$ cat config.mk
export PLATFORM = sky130hd
export DESIGN_NAME = channel_energy_accumulator
export DESIGN_NICKNAME = d
export VERILOG_FILES = /design/src/hdl/cea_pkg.sv /design/src/hdl/cea_digit_mul.sv /design/src/hdl/cea_energy_bank.sv /design/src/hdl/channel_energy_accumulator.sv
export SDC_FILE = /design/constraint.sdc
export NUM_CORES = 2
export LEC_CHECK = 0
export BUFFER_PORTS_ARGS = -buffer_cell sky130_fd_sc_hd__clkbuf_2
export CAP_MARGIN = 40
export CORE_MARGIN = 2
export CORE_UTILIZATION = 48
export CTS_BUF_LIST = sky130_fd_sc_hd__clkbuf_2 sky130_fd_sc_hd__clkbuf_4 sky130_fd_sc_hd__clkbuf_8
export DETAILED_ROUTE_END_ITERATION = 8
export GPL_TIMING_DRIVEN = 0
export PLACE_DENSITY = 0.78
export SLEW_MARGIN = 30
export SYNTH_ARGS = -nofsm -noshare
export SYNTH_HDL_FRONTEND = slang
export SYNTH_SLANG_ARGS = --single-unit
$ cat constraint.sdc
create_clock -name clk_i -period 6.45 [get_ports clk_i]
set_input_delay 0.3225 -clock clk_i [delete_from_list [all_inputs] [get_ports clk_i]]
set_output_delay 0.3225 -clock clk_i [all_outputs]
set_load 0.005 [all_outputs]
$ cat src/hdl/cea_pkg.sv
// Shared types and constants for the channel energy accumulator.
// Holds the word structs, register indexes and datapath widths; depends on nothing.
package cea_pkg;

  localparam int unsigned CH_SLOTS         = 8;
  localparam int unsigned NUM_CHANNELS_DEF = 8;

  localparam int unsigned TICK_W     = 32;
  localparam int unsigned PERIOD_W   = 10;
  localparam int unsigned WATT_W     = 16;
  localparam int unsigned MASK_W     = 8;
  localparam int unsigned SRC_W      = 4;
  localparam int unsigned ENERGY_W   = 64;
  localparam int unsigned CFG_IDX_W  = 2;
  localparam int unsigned CFG_DATA_W = 32;

  // Digit-serial multiplier: a 42-bit multiplicand (elapsed milliseconds) times a
  // 16-bit multiplier taken four bits per step.
  localparam int unsigned MCAND_W   = TICK_W + PERIOD_W;
  localparam int unsigned MPLR_W    = 16;
  localparam int unsigned DIGIT_W   = 4;
  localparam int unsigned PROD_W    = MCAND_W + MPLR_W;
  localparam int unsigned MUL_STEPS = MPLR_W / DIGIT_W;
  localparam int unsigned MUL_CNT_W = $clog2(MUL_STEPS);

  localparam logic [SRC_W-1:0] SYSTEM_SOURCE = 4'd8;

  localparam logic [PERIOD_W-1:0] TICK_PERIOD_RST = 10'd1;
  localparam logic [TICK_W-1:0]   INTERVAL_RST    = 32'd300000;
  localparam logic [WATT_W-1:0]   BASELINE_RST    = 16'd0;
  localparam logic [MASK_W-1:0]   ENABLE_RST      = 8'hFF;

  typedef enum logic [CFG_IDX_W-1:0] {
    CFG_TICK_PERIOD = 2'd0,
    CFG_INTERVAL    = 2'd1,
    CFG_BASELINE    = 2'd2,
    CFG_ENABLE_MASK = 2'd3
  } cfg_reg_e;

  typedef enum logic {
    FUNC_START  = 1'b0,
    FUNC_SAMPLE = 1'b1
  } func_e;

  typedef struct packed {
    logic              func;
    logic [TICK_W-1:0] tick_count;
    logic [WATT_W-1:0] power_ch0;
    logic [WATT_W-1:0] power_ch1;
    logic [WATT_W-1:0] power_ch2;
    logic [WATT_W-1:0] power_ch3;
    logic [WATT_W-1:0] power_ch4;
    logic [WATT_W-1:0] power_ch5;
    logic [WATT_W-1:0] power_ch6;
    logic [WATT_W-1:0] power_ch7;
  } in_word_t;

  typedef struct packed {
    logic [SRC_W-1:0]    source;
    logic [ENERGY_W-1:0] energy_wms;
    logic                last_result;
  } out_word_t;

  // Update request from the sequencer to the accumulator bank.
  typedef struct packed {
    logic             upd;
    logic [SRC_W-1:0] idx;
    logic             set_pending;
    logic             clr_pending;
  } bank_ctrl_t;

endpackage

$ cat src/hdl/cea_digit_mul.sv
// Digit-serial multiplier, four multiplier bits per cycle.
// Uses widths from cea_pkg.
module cea_digit_mul
  import cea_pkg::*;
(
  input  logic              clk_i,
  input  logic              rst_ni,
  input  logic              start_i,
  input  logic [MCAND_W-1:0] a_i,
  input  logic [MPLR_W-1:0]  b_i,
  output logic              done_o,
  output logic [PROD_W-1:0]  product_o
);

  localparam int unsigned SUM_W = MCAND_W + DIGIT_W;

  logic [MCAND_W-1:0]   a_q;
  logic [MCAND_W-1:0]   hi_q, hi_d;
  logic [MPLR_W-1:0]    lo_q, lo_d;
  logic [MUL_CNT_W-1:0] cnt_q;
  logic                 busy_q, done_q;
  logic [SUM_W-1:0]     partial, sum;

  // Each step adds one partial product and shifts a finished digit into the low half.
  assign partial = SUM_W'(a_q) * SUM_W'(lo_q[DIGIT_W-1:0]);
  assign sum     = SUM_W'(hi_q) + partial;
  assign hi_d    = sum[SUM_W-1:DIGIT_W];
  assign lo_d    = {sum[DIGIT_W-1:0], lo_q[MPLR_W-1:DIGIT_W]};

  always_ff @(posedge clk_i or negedge rst_ni) begin
    if (!rst_ni) begin
      busy_q <= 1'b0;
      done_q <= 1'b0;
      cnt_q  <= '0;
    end else if (start_i) begin
      busy_q <= 1'b1;
      done_q <= 1'b0;
      cnt_q  <= '0;
    end else if (busy_q) begin
      cnt_q <= cnt_q + 1'b1;
      if (cnt_q == MUL_CNT_W'(MUL_STEPS - 1)) begin
        busy_q <= 1'b0;
        done_q <= 1'b1;
      end
    end else begin
      done_q <= 1'b0;
    end
  end

  always_ff @(posedge clk_i) begin
    if (start_i) begin
      a_q  <= a_i;
      hi_q <= '0;
      lo_q <= b_i;
    end else if (busy_q) begin
      hi_q <= hi_d;
      lo_q <= lo_d;
    end
  end

  assign done_o    = done_q;
  assign product_o = {hi_q, lo_q};

endmodule

$ cat src/hdl/cea_energy_bank.sv
// Saturating energy accumulators for the channels and the system total.
// Uses types and widths from cea_pkg.
module cea_energy_bank
  import cea_pkg::*;
#(
  parameter int unsigned NUM_CHANNELS = NUM_CHANNELS_DEF
) (
  input  logic                    clk_i,
  input  logic                    rst_ni,
  input  bank_ctrl_t              ctrl_i,
  input  logic [PROD_W-1:0]       addend_i,
  output logic [ENERGY_W-1:0]     energy_o,
  output logic [NUM_CHANNELS-1:0] pending_o
);

  localparam int unsigned DEPTH = NUM_CHANNELS + 1;
  localparam int unsigned IDX_W = $clog2(DEPTH);

  logic [ENERGY_W-1:0]     energy_q [DEPTH];
  logic [NUM_CHANNELS-1:0] pending_q;
  logic [IDX_W-1:0]        idx;
  logic [ENERGY_W:0]       sum;
  logic [ENERGY_W-1:0]     sat_sum;

  assign idx      = ctrl_i.idx[IDX_W-1:0];
  assign energy_o = energy_q[idx];
  assign sum      = (ENERGY_W + 1)'(energy_q[idx]) + (ENERGY_W + 1)'(addend_i);
  // A carry out means the total passed the top of the range: pin it there.
  assign sat_sum  = sum[ENERGY_W] ? '1 : sum[ENERGY_W-1:0];

  always_ff @(posedge clk_i or negedge rst_ni) begin
    if (!rst_ni) begin
      for (int e = 0; e < DEPTH; e++) begin
        energy_q[e] <= '0;
      end
      pending_q <= '0;
    end else if (ctrl_i.upd) begin
      for (int e = 0; e < DEPTH; e++) begin
        if (idx == IDX_W'(e)) begin
          energy_q[e] <= sat_sum;
        end
      end
      for (int c = 0; c < NUM_CHANNELS; c++) begin
        if (idx == IDX_W'(c)) begin
          if (ctrl_i.clr_pending) begin
            pending_q[c] <= 1'b0;
          end else if (ctrl_i.set_pending) begin
            pending_q[c] <= 1'b1;
          end
        end
      end
    end
  end

  assign pending_o = pending_q;

endmodule

$ cat src/hdl/channel_energy_accumulator.sv
// Top level of the channel energy accumulator: sequencer, tick registers,
// configuration registers and output register. Uses cea_pkg, cea_digit_mul, cea_energy_bank.
//
// Usage: an input word on in_word_i is taken when in_valid_i is high and
// in_stall_o is low. A start word only records its tick count and back-dates
// the publish timer; it gives no output and the block is ready again in the
// next cycle. A sample word is worked on alone: in_stall_o stays high until
// every report it causes has been handed to the output register.
// Each sample first turns the elapsed ticks into milliseconds, then visits
// every channel and the system total in turn through one shared multiplier
// that takes four bits of the watt figure per cycle. The multiplier sets the
// pace: a multiply for the elapsed time, then a multiply and an update for
// each source, and an emit step for each reported word.
// Reports leave through out_word_o with out_valid_o, channels in ascending
// order and the system total last; the final word of a sample has last_result
// set. A stalled output word holds steady, and the block waits only when it
// has a further word and the output register is still full.
// Configuration writes on the cfg port are always taken (cfg_ready_o is high)
// and are meant to be made while the block is idle. Reset clears every
// accumulator, pending flag and tick register and loads the register defaults.
module channel_energy_accumulator
  import cea_pkg::*;
#(
  parameter int unsigned NUM_CHANNELS = NUM_CHANNELS_DEF
) (
  input  logic                  clk_i,
  input  logic                  rst_ni,
  input  logic                  in_valid_i,
  output logic                  in_stall_o,
  input  in_word_t              in_word_i,
  output logic                  out_valid_o,
  input  logic                  out_stall_i,
  output out_word_t             out_word_o,
  input  logic                  cfg_valid_i,
  output logic                  cfg_ready_o,
  input  logic [CFG_IDX_W-1:0]  cfg_index_i,
  input  logic [CFG_DATA_W-1:0] cfg_data_i
);

  localparam int unsigned DEPTH = NUM_CHANNELS + 1;
  localparam int unsigned IDX_W = $clog2(DEPTH);

  typedef enum logic [4:0] {
    ST_IDLE    = 5'b00001,
    ST_ELAPSED = 5'b00010,
    ST_MUL     = 5'b00100,
    ST_UPDATE  = 5'b01000,
    ST_EMIT    = 5'b10000
  } state_e;

  state_e state_q, state_d;

  // Configuration registers.
  logic [PERIOD_W-1:0] tick_period_q;
  logic [TICK_W-1:0]   interval_q;
  logic [WATT_W-1:0]   baseline_q;
  logic [MASK_W-1:0]   enable_q;

  // Tick bookkeeping.
  logic [TICK_W-1:0] prev_tick_q;
  logic [TICK_W-1:0] prev_pub_q;

  // Per-sample working registers.
  logic [WATT_W-1:0]  pwr_q [NUM_CHANNELS];
  logic [DEPTH-1:0]   report_q;
  logic [MCAND_W-1:0] em_q;
  logic [IDX_W-1:0]   idx_q, idx_d;

  logic               out_valid_q;
  out_word_t          out_word_q;

  logic [WATT_W-1:0]       in_pwr [CH_SLOTS];
  logic                    in_accept, is_sample, due;
  logic [TICK_W-1:0]       elapsed_ticks;
  logic [DEPTH-1:0]        report_mask;
  logic [NUM_CHANNELS-1:0] pending;
  logic [WATT_W-1:0]       cur_watts, nxt_watts;
  logic                    idx_is_sys, more_reports, out_free, out_load, advance;

  logic               mul_start, mul_done;
  logic [MCAND_W-1:0] mul_a;
  logic [MPLR_W-1:0]  mul_b;
  logic [PROD_W-1:0]  mul_product;

  bank_ctrl_t          bank_ctrl;
  logic [ENERGY_W-1:0] bank_energy;

  assign cfg_ready_o = 1'b1;

  always_ff @(posedge clk_i or negedge rst_ni) begin
    if (!rst_ni) begin
      tick_period_q <= TICK_PERIOD_RST;
      interval_q    <= INTERVAL_RST;
      baseline_q    <= BASELINE_RST;
      enable_q      <= ENABLE_RST;
    end else if (cfg_valid_i) begin
      case (cfg_index_i)
        CFG_TICK_PERIOD: tick_period_q <= cfg_data_i[PERIOD_W-1:0];
        CFG_INTERVAL:    interval_q    <= cfg_data_i[TICK_W-1:0];
        CFG_BASELINE:    baseline_q    <= cfg_data_i[WATT_W-1:0];
        CFG_ENABLE_MASK: enable_q      <= cfg_data_i[MASK_W-1:0];
        default: begin
        end
      endcase
    end
  end

  // Input side. Only an idle block takes a word.
  assign in_stall_o    = (state_q != ST_IDLE);
  assign in_accept     = in_valid_i && !in_stall_o;
  assign is_sample     = (in_word_i.func == FUNC_SAMPLE);
  assign elapsed_ticks = in_word_i.tick_count - prev_tick_q;
  assign due           = (in_word_i.tick_count - prev_pub_q) >= interval_q;

  assign in_pwr[0] = in_word_i.power_ch0;
  assign in_pwr[1] = in_word_i.power_ch1;
  assign in_pwr[2] = in_word_i.power_ch2;
  assign in_pwr[3] = in_word_i.power_ch3;
  assign in_pwr[4] = in_word_i.power_ch4;
  assign in_pwr[5] = in_word_i.power_ch5;
  assign in_pwr[6] = in_word_i.power_ch6;
  assign in_pwr[7] = in_word_i.power_ch7;

  // Which sources will report is known when the sample arrives: a drawing
  // channel reports when the interval is due, an idle one when it still holds
  // an unreported change. This also tells which report is the last.
  always_comb begin
    for (int c = 0; c < NUM_CHANNELS; c++) begin
      if (enable_q[c] && (in_pwr[c] != '0)) begin
        report_mask[c] = due;
      end else begin
        report_mask[c] = pending[c];
      end
    end
    report_mask[NUM_CHANNELS] = (baseline_q != '0) && due;
  end

  always_ff @(posedge clk_i or negedge rst_ni) begin
    if (!rst_ni) begin
      prev_tick_q <= '0;
      prev_pub_q  <= '0;
    end else if (in_accept) begin
      prev_tick_q <= in_word_i.tick_count;
      if (!is_sample) begin
        prev_pub_q <= in_word_i.tick_count - interval_q;
      end else if (due) begin
        prev_pub_q <= in_word_i.tick_count;
      end
    end
  end

  always_ff @(posedge clk_i) begin
    if (in_accept && is_sample) begin
      for (int c = 0; c < NUM_CHANNELS; c++) begin
        pwr_q[c] <= enable_q[c] ? in_pwr[c] : '0;
      end
      report_q <= report_mask;
    end
    if (state_q == ST_ELAPSED && mul_done) begin
      em_q <= mul_product[MCAND_W-1:0];
    end
  end

  // Source selection: channels first, the system baseline at the last index.
  assign idx_is_sys = (idx_q == IDX_W'(NUM_CHANNELS));

  always_comb begin
    cur_watts = baseline_q;
    nxt_watts = baseline_q;
    for (int c = 0; c < NUM_CHANNELS; c++) begin
      if (idx_q == IDX_W'(c)) begin
        cur_watts = pwr_q[c];
      end
      if (idx_d == IDX_W'(c)) begin
        nxt_watts = pwr_q[c];
      end
    end
  end

  always_comb begin
    more_reports = 1'b0;
    for (int j = 0; j < DEPTH; j++) begin
      if ((IDX_W'(j) > idx_q) && report_q[j]) begin
        more_reports = 1'b1;
      end
    end
  end

  assign out_free = !out_valid_q || !out_stall_i;

  // Sequencer.
  always_comb begin
    state_d   = state_q;
    idx_d     = idx_q;
    mul_start = 1'b0;
    mul_a     = em_q;
    mul_b     = nxt_watts;
    out_load  = 1'b0;
    advance   = 1'b0;
    bank_ctrl = '0;
    case (state_q)
      ST_IDLE: begin
        mul_a = MCAND_W'(elapsed_ticks);
        mul_b = MPLR_W'(tick_period_q);
        if (in_accept && is_sample) begin
          mul_start = 1'b1;
          state_d   = ST_ELAPSED;
        end
      end
      ST_ELAPSED: begin
        mul_a = mul_product[MCAND_W-1:0];
        idx_d = '0;
        if (mul_done) begin
          mul_start = 1'b1;
          state_d   = ST_MUL;
        end
      end
      ST_MUL: begin
        if (mul_done) begin
          state_d = ST_UPDATE;
        end
      end
      ST_UPDATE: begin
        bank_ctrl.upd         = 1'b1;
        bank_ctrl.idx         = SRC_W'(idx_q);
        bank_ctrl.set_pending = (cur_watts != '0);
        bank_ctrl.clr_pending = report_q[idx_q];
        if (report_q[idx_q]) begin
          state_d = ST_EMIT;
        end else begin
          advance = 1'b1;
        end
      end
      ST_EMIT: begin
        bank_ctrl.idx = SRC_W'(idx_q);
        if (out_free) begin
          out_load = 1'b1;
          advance  = 1'b1;
        end
      end
      default: begin
        state_d = ST_IDLE;
      end
    endcase

    if (advance) begin
      if (idx_is_sys) begin
        state_d = ST_IDLE;
      end else begin
        idx_d     = idx_q + 1'b1;
        mul_start = 1'b1;
        state_d   = ST_MUL;
      end
    end
  end

  always_ff @(posedge clk_i or negedge rst_ni) begin
    if (!rst_ni) begin
      state_q <= ST_IDLE;
      idx_q   <= '0;
    end else begin
      state_q <= state_d;
      idx_q   <= idx_d;
    end
  end

  cea_digit_mul u_mul (
    .clk_i     (clk_i),
    .rst_ni    (rst_ni),
    .start_i   (mul_start),
    .a_i       (mul_a),
    .b_i       (mul_b),
    .done_o    (mul_done),
    .product_o (mul_product)
  );

  cea_energy_bank #(
    .NUM_CHANNELS (NUM_CHANNELS)
  ) u_bank (
    .clk_i     (clk_i),
    .rst_ni    (rst_ni),
    .ctrl_i    (bank_ctrl),
    .addend_i  (mul_product),
    .energy_o  (bank_energy),
    .pending_o (pending)
  );

  // Output register: a word waits here while the receiver stalls.
  always_ff @(posedge clk_i or negedge rst_ni) begin
    if (!rst_ni) begin
      out_valid_q <= 1'b0;
    end else if (out_load) begin
      out_valid_q <= 1'b1;
    end else if (!out_stall_i) begin
      out_valid_q <= 1'b0;
    end
  end

  always_ff @(posedge clk_i) begin
    if (out_load) begin
      out_word_q.source      <= idx_is_sys ? SYSTEM_SOURCE : SRC_W'(idx_q);
      out_word_q.energy_wms  <= bank_energy;
      out_word_q.last_result <= !more_reports;
    end
  end

  assign out_valid_o = out_valid_q;
  assign out_word_o  = out_word_q;

endmodule

* Word level (Yosys, flattened, before mapping)
Memory sizes are Yosys's and may differ from the RTL's.
Cells that the tools add are included.
** Storage, ports and cells
- Flip-flop bits (word level) :: 948
- RAM bits :: 128
- Input port bits :: 200
- Output and inout port bits :: 72
- Logic and storage cells :: 254
- Memories :: 1
** Memory list
- pwr_q :: words 8, width 16, rd ports 8, clocked after memory_dff 0, wr ports 8, RTL line channel_energy_accumulator.sv:64 : logic [WATT_W-1:0] pwr_q [NUM_CHANNELS];
** Cells by class
- $add $sub $neg :: 7
- Multiply operators :: 1
- Order comparisons :: 12
- Eq/ne operators :: 41
- Multiplexer cells :: 88
- Bitwise operators :: 1
- Reduce and logical (&&, ||, !) cells :: 66
** Operators with widths (count)
- 16-bit 2-to-1 mux :: 27
- 64-bit binary-select mux with 4-bit select :: 1
- 64-bit 2-to-1 mux :: 3
- 16-bit nonzero test :: 10
- 32-bit subtractor :: 3
- 42-bit case mux with 2 select lines :: 1
- 64-bit by 58-bit adder with 65-bit output :: 1
- 32-bit 2-to-1 mux :: 2
- 4-bit by 3-bit == test with 1-bit output (second input constant) :: 12
- 42-bit by 46-bit adder with 46-bit output :: 1
- 42-bit by 4-bit multiplier with 46-bit output :: 1
- 1-bit 2-to-1 mux :: 37
- 32-bit greater-or-equal comparator :: 1
- 2-bit AND reduction :: 14
- 5-bit 2-to-1 mux :: 5
- 5-bit case mux with 5 select lines :: 1
- 4-bit by 2-bit == test with 1-bit output (second input constant) :: 6
- 3-bit AND reduction :: 8
- 1-bit logical AND :: 21
- 3-bit by 4-bit greater-than comparator with 1-bit output (first input constant) :: 4
- 4-bit 2-to-1 mux :: 4
- 4-bit by 1-bit == test with 1-bit output (second input constant) :: 3
- 4-bit logical NOT :: 3
- 3-bit != test (second input constant) :: 3
- 30 further kinds :: 44

* Logic depth before layout (Yosys ltp)
- Depth in word-level cells :: 16
- Depth in mapped cells :: 26
- Depth with buffers taken out :: 24

* Hierarchy
From an unflattened synthesis, not the netlist that was laid out.
** Second synthesis, totals
- Cell total of the unflattened synthesis :: 6188
- Area, all modules :: 62060.8 µm²
** By module, submodules not included
- cea_energy_bank :: times used 1, cells each 2864, area each 28730.1 µm², seq. area each 14614.0 µm²
- channel_energy_accumulator :: times used 1, cells each 2195, area each 22605.4 µm², seq. area each 10973.0 µm²
- cea_digit_mul :: times used 1, cells each 1129, area each 10725.3 µm², seq. area each 2682.6 µm²

* Worst setup path after synthesis
No wires, ideal clock.
- Path kind :: register to register
- From :: register state_q[1]
- To :: register u_mul.a_q[0], enable pin
- Setup time :: 0.423 ns
- Arrival time :: 6.746 ns
- Data required time :: 6.027 ns
- Setup slack :: -0.719 ns
- Stages on the path, launching flop included :: 12
- Buffers on the path :: 4
- Period minus slack after synthesis :: 7.169 ns
- Cell sequence :: dfrtp_1 -> nor3_1 -> nand3b_1 -> a21oi_1 -> or2_1 -> buf_6 -> nand2_2 -> and3_1 -> clkbuf_1 -> inv_1 -> clkbuf_1 -> buf_1
** On the way
- Word-level cells in the longest chain between the ends :: 8
- Elaborated cells between the ends (all ways) :: 13
- Those cells by class :: 5 x eq/ne; 5 x mux; 3 x reduce/logical
** Ends and longest elaborated chain
- start: declaration :: RTL line channel_energy_accumulator.sv:51 : state_e state_q, state_d;
- start signal: assignment :: RTL line channel_energy_accumulator.sv:262 : state_q <= state_d;
- 5-bit by 1-bit != test with 1-bit output :: RTL line channel_energy_accumulator.sv:109 : assign in_stall_o = (state_q != ST_IDLE);
- 1-bit logical NOT :: RTL line channel_energy_accumulator.sv:110 : assign in_accept = in_valid_i && !in_stall_o;
- 1-bit logical AND :: RTL line channel_energy_accumulator.sv:110
- 1-bit logical AND :: RTL line channel_energy_accumulator.sv:205 : if (in_accept && is_sample) begin
- 1-bit 2-to-1 mux :: RTL line channel_energy_accumulator.sv:205
- 1-bit case mux with 2 select lines :: RTL line channel_energy_accumulator.sv:201 : case (state_q)
- 1-bit 2-to-1 mux :: RTL line channel_energy_accumulator.sv:247 : if (idx_is_sys) begin
- 1-bit 2-to-1 mux * :: RTL line channel_energy_accumulator.sv:246 : if (advance) begin
- end signal: assignment :: RTL line cea_digit_mul.sv:52 : a_q <= a_i;
- end: declaration :: RTL line cea_digit_mul.sv:17 : logic [MCAND_W-1:0] a_q;
Every way passes the cells marked *; elsewhere a longest branch is shown, timed or not.
A chain may end at the register's enable or synchronous reset.

* Worst setup path after layout
- From :: register state_q[4]
- To :: register u_bank.energy_q[54] in the netlist's numbering
** On the way
- Word-level cells in the longest chain between the ends :: 9
- Elaborated cells between the ends (all ways) :: 13
- Those cells by class :: 1 x add/sub; 3 x eq/ne; 6 x mux; 1 x bitwise; 2 x reduce/logical
** Ends and longest elaborated chain
- 5-bit by 4-bit == test with 1-bit output or 5-bit == test (tied branches) :: RTL line channel_energy_accumulator.sv:201
- 2-bit OR reduction (no source line) *
- 4-bit 2-to-1 mux * :: RTL line channel_energy_accumulator.sv:201
- 4-bit NOT with 5-bit output *
- 64-bit binary-select mux with 4-bit select *
- 64-bit 2-to-1 mux * (2 in series)
- named net bank_energy[9] :: RTL line channel_energy_accumulator.sv:86 : logic [ENERGY_W-1:0] bank_energy;
- 64-bit by 58-bit adder with 65-bit output * :: RTL line cea_energy_bank.sv:27 : assign sum = (ENERGY_W + 1)'(energy_q[idx]) + (ENERGY_W + 1)'(addend_i);
- 64-bit 2-to-1 mux * :: RTL line cea_energy_bank.sv:29 : assign sat_sum = sum[ENERGY_W] ? '1 : sum[ENERGY_W-1:0];
- end signal: indexed assignment :: RTL line cea_energy_bank.sv:40 : energy_q[e] <= sat_sum;
- end: declaration :: RTL line cea_energy_bank.sv:19 : logic [ENERGY_W-1:0] energy_q [DEPTH];
The timed path passes the listed nets; every way through them passes the cells marked *. The select of a mux whose other input is x is not followed.

==> reports/summary.txt <==
WL/cell: 26.6 um
TritonCTS clock tree: yes
Setup WS post-layout: -0.0592 ns
Core Region: 0.127 mm^2
Cell Area, Placed: 0.0659 mm^2
H-tree depth: 4
Top-count cell post-synth: nand2_1
Primary FF master, synth: dfrtp_1
Starting DRT DRC Count: 7613
FFs w/ async S/R, synth: 67.7%
Max clock buf depth: 3
Syn Area/Cell: 9.51 um^2
Power Density: 624 mW/mm^2
Status: finished, violations left
Clock tree sinks: 1076
Die height: 361 um
Placer Congestion: 1.01
Register area: 0.0283 mm^2
Final period util: 101%
Synth Instances: 6446
Row count: 131
Ranking of synthesized cells by area: dfrtp_1 (29%), edfxtp_1 (15%), nand2_1 (5.1%)
Final Hold Fails: 0
Failing checks: setup timing
FF+latch count, synth: 1076
Post-synth top cells: nand2_1 (841), dfrtp_1 (710), o21ai_0 (611)
Max-slew violations: 0
IO Port Bufs: 269
Area of the multi-input gates: 0.0312 mm^2
Share of the synthesized area in the top cell type: 29.0%
Part of the Yosys area used for sequential elements: 46.1%
Leak Pwr: 32.3 nW
Initial Util: 48.2%
HPWL Detailed: 176 mm
HP Class: in2reg
Area Growth Syn to Fin: 19.6%
Ys Warns: 0
Die X-Extent: 361 um
Layout filler cell count: 10800
Final setup vio count: 57
Layout net count: 7771
CTS Buf Count: 184
Largest net degree at the start of global routing: 84
GRT Total Usage: 36.1%
Number of detailed-route iterations in the first pass: 9
Power, Total: 45.7 mW
Worst Path Required: 7.23 ns
Total number of vias: 57200
Post-Syn Area: 0.0613 mm^2
Worst vdd ir: 0.558 mV
Post-Layout Inst Area: 0.0733 mm^2
Total wire length: 241 mm
Die area: 0.131 mm^2
Worst-path clk slew: 0.07 ns
Crit. End Element: flop
Worst Setup Path Type: reg2reg
Yosys top cell by area: dfrtp_1
Placed cell count: 8446
Share of layout cells above drive strength 1: 15.3%
Worst skew pair latency: 1.00 ns
Syn nets: 7012
I/O pin count: 272
Maxcap violations: 0
Finished Layout Cells: 9040
Max Clk Rate: 0.154 GHz
Clk_skew: 0.0949 ns
Library cells used by synthesis: 91
Vias/cell: 6.33
Total gr overflow: 0
Minimum clock period: 6.51 ns
EDFF count, synth: 306
Initial antenna violation count: 28
Max_slew headroom: 34.4%
Routed Antenna Nets: 0
Crit start category: flop
TNS Setup: -1.51 ns
DRC: 0
Worst slew pin tran: 0.984 ns
Critical Path AT: 7.29 ns
Global-route wire length before repair: 349 mm
Crit-path max FO: 10
Pre-CTS setup slack: -2.52 ns
Root Driver: clkbuf_8
Vias in the first global route: 54800
## routing by layer
metal | share of wire, % | track usage, %
met5 | 0.037 | 0
met4 | 7.3 | 22.7
met3 | 14 | 13.5
met2 | 41 | 50.3
met1 | 38 | 47.1
## repair_timing
action,CTS,global route
endpoints found under the setup margin,581,611
endpoints found under the hold margin,411,0
pin swaps,14,11
buffers inserted,12,21
resized for setup,232,120
hold buffers,203,0
## power by group
| part | leakage, nW | switching [mW] | total [mW] | internal, mW |
|---|---|---|---|---|
| sequential | 13.0 | 1.14 | 9.75 | 8.61 |
| combinational | 17.2 | 18.5 | 29.2 | 10.6 |
| clock | 2.12 | 3.07 | 6.83 | 3.76 |
| total | 32.3 | 22.7 | 45.7 | 23.0 |
## worst paths after layout
check / cells after the start / start / slack, ns / to
max in group asynchronous: 9 / rst_ni / 3.60 / tick_period_q[0]
hold / removal: 3 / cfg_index_i[0] / 0.07 / baseline_q[1]
hold reg to reg: 2 / u_bank.energy_q[197] / 0.48 / u_bank.energy_q[197]
setup reg to reg: 24 / state_q[4] / -0.06 / u_bank.energy_q[54]
setup / recovery: 24 / state_q[4] / -0.06 / u_bank.energy_q[54]
min in group asynchronous: 4 / rst_ni / 0.42 / u_bank.energy_q[85]
## logic make-up (layout without fill, tap and decap cells)
group | Yosys count | after routing | synth area share (%)
AOI/OAI and AO/OA | 1779 | 1779 | 17.6
xor gates and xnor gates | 167 | 167 | 2.40
adders and majority gates | 366 | 366 | 9.00
buffers and inverters | 681 | 1587 | 4.28
DFF | 1076 | 1076 | 46.1
muxes | 288 | 288 | 5.04
other | 1 | 27 | 0.00612
and+or+nand+nor | 2088 | 2088 | 15.6
## final cells by class
class / instances / share of cell area [%]
multi-input combinational: 4689 / 42.6
sequential: 1076 / 38.6
timing repair buffer: 578 / 6.34
clock buffer: 275 / 4.69
tap: 1662 / 2.84
buffer: 351 / 2.43
inverter: 325 / 1.68
clock inverter: 58 / 0.797
antenna: 26 / 0.0887
## registers in the layout (all words and copies together), names as in the netlist, 10 cells and up
register / flops
u_bank.energy_q: 576
pwr_q: 128
out_word_o: 69
em_q: 42
u_mul.a_q: 42
u_mul.hi_q: 42
interval_q: 32
prev_pub_q: 32
prev_tick_q: 32
baseline_q: 16
u_mul.lo_q: 16
tick_period_q: 10
## layout by cell type (no fill, tap or decap), drive strengths merged, types with 31 or more instances in the layout
master	n
nor2b	31
ha	241
and2	288
xor2	55
a211oi	90
nor4	67
dfrtp	710
nand3	87
a2111oi	34
nor2	522
a21o	119
and3	51
nand4	38
clkbuf	823
nand2b	33
o21ai	624
mux2	111
nand2	842
fa	125
a21oi	488
xnor2	112
inv	330
dlygate4sd3	202
a22oi	32
o21a	38
o221ai	41
edfxtp	306
a31oi	72
o22ai	54
buf	179
nor3	58
dfxtp	42
clkinv	40
mux2i	172
## critical path: stages, from the launching register on
cell,delay (ns)
dfrtp_2,0.47
xnor2_4,0.24
nand2b_1,0.19
buf_6,0.18
buf_6,0.17
clkbuf_8,0.24
clkbuf_1,0.62
a2111oi_0,0.24
a211oi_1,0.46
buf_2,0.26
ha_1,0.32
a21oi_1,0.17
o21ai_0,0.10
a21oi_2,0.34
a211oi_4,0.13
o2111ai_4,0.35
a311oi_4,0.13
buf_4,0.18
a31oi_4,0.32
nor3_4,0.07
buf_12,0.15
buf_6,0.16
buf_6,0.18
nor2_1,0.46
a21oi_1,0.15
## metrics by stage
stage	utilization, %	hold slack (ns)
final	57.7	0.0728
after global routing	57.6	0.0958
after CTS	57.3	0.0165
after detailed placement	51.8	0.287
after global placement	50.9	0.454
after floorplan	-	0.0269
(Power assumes the default switching activity.)
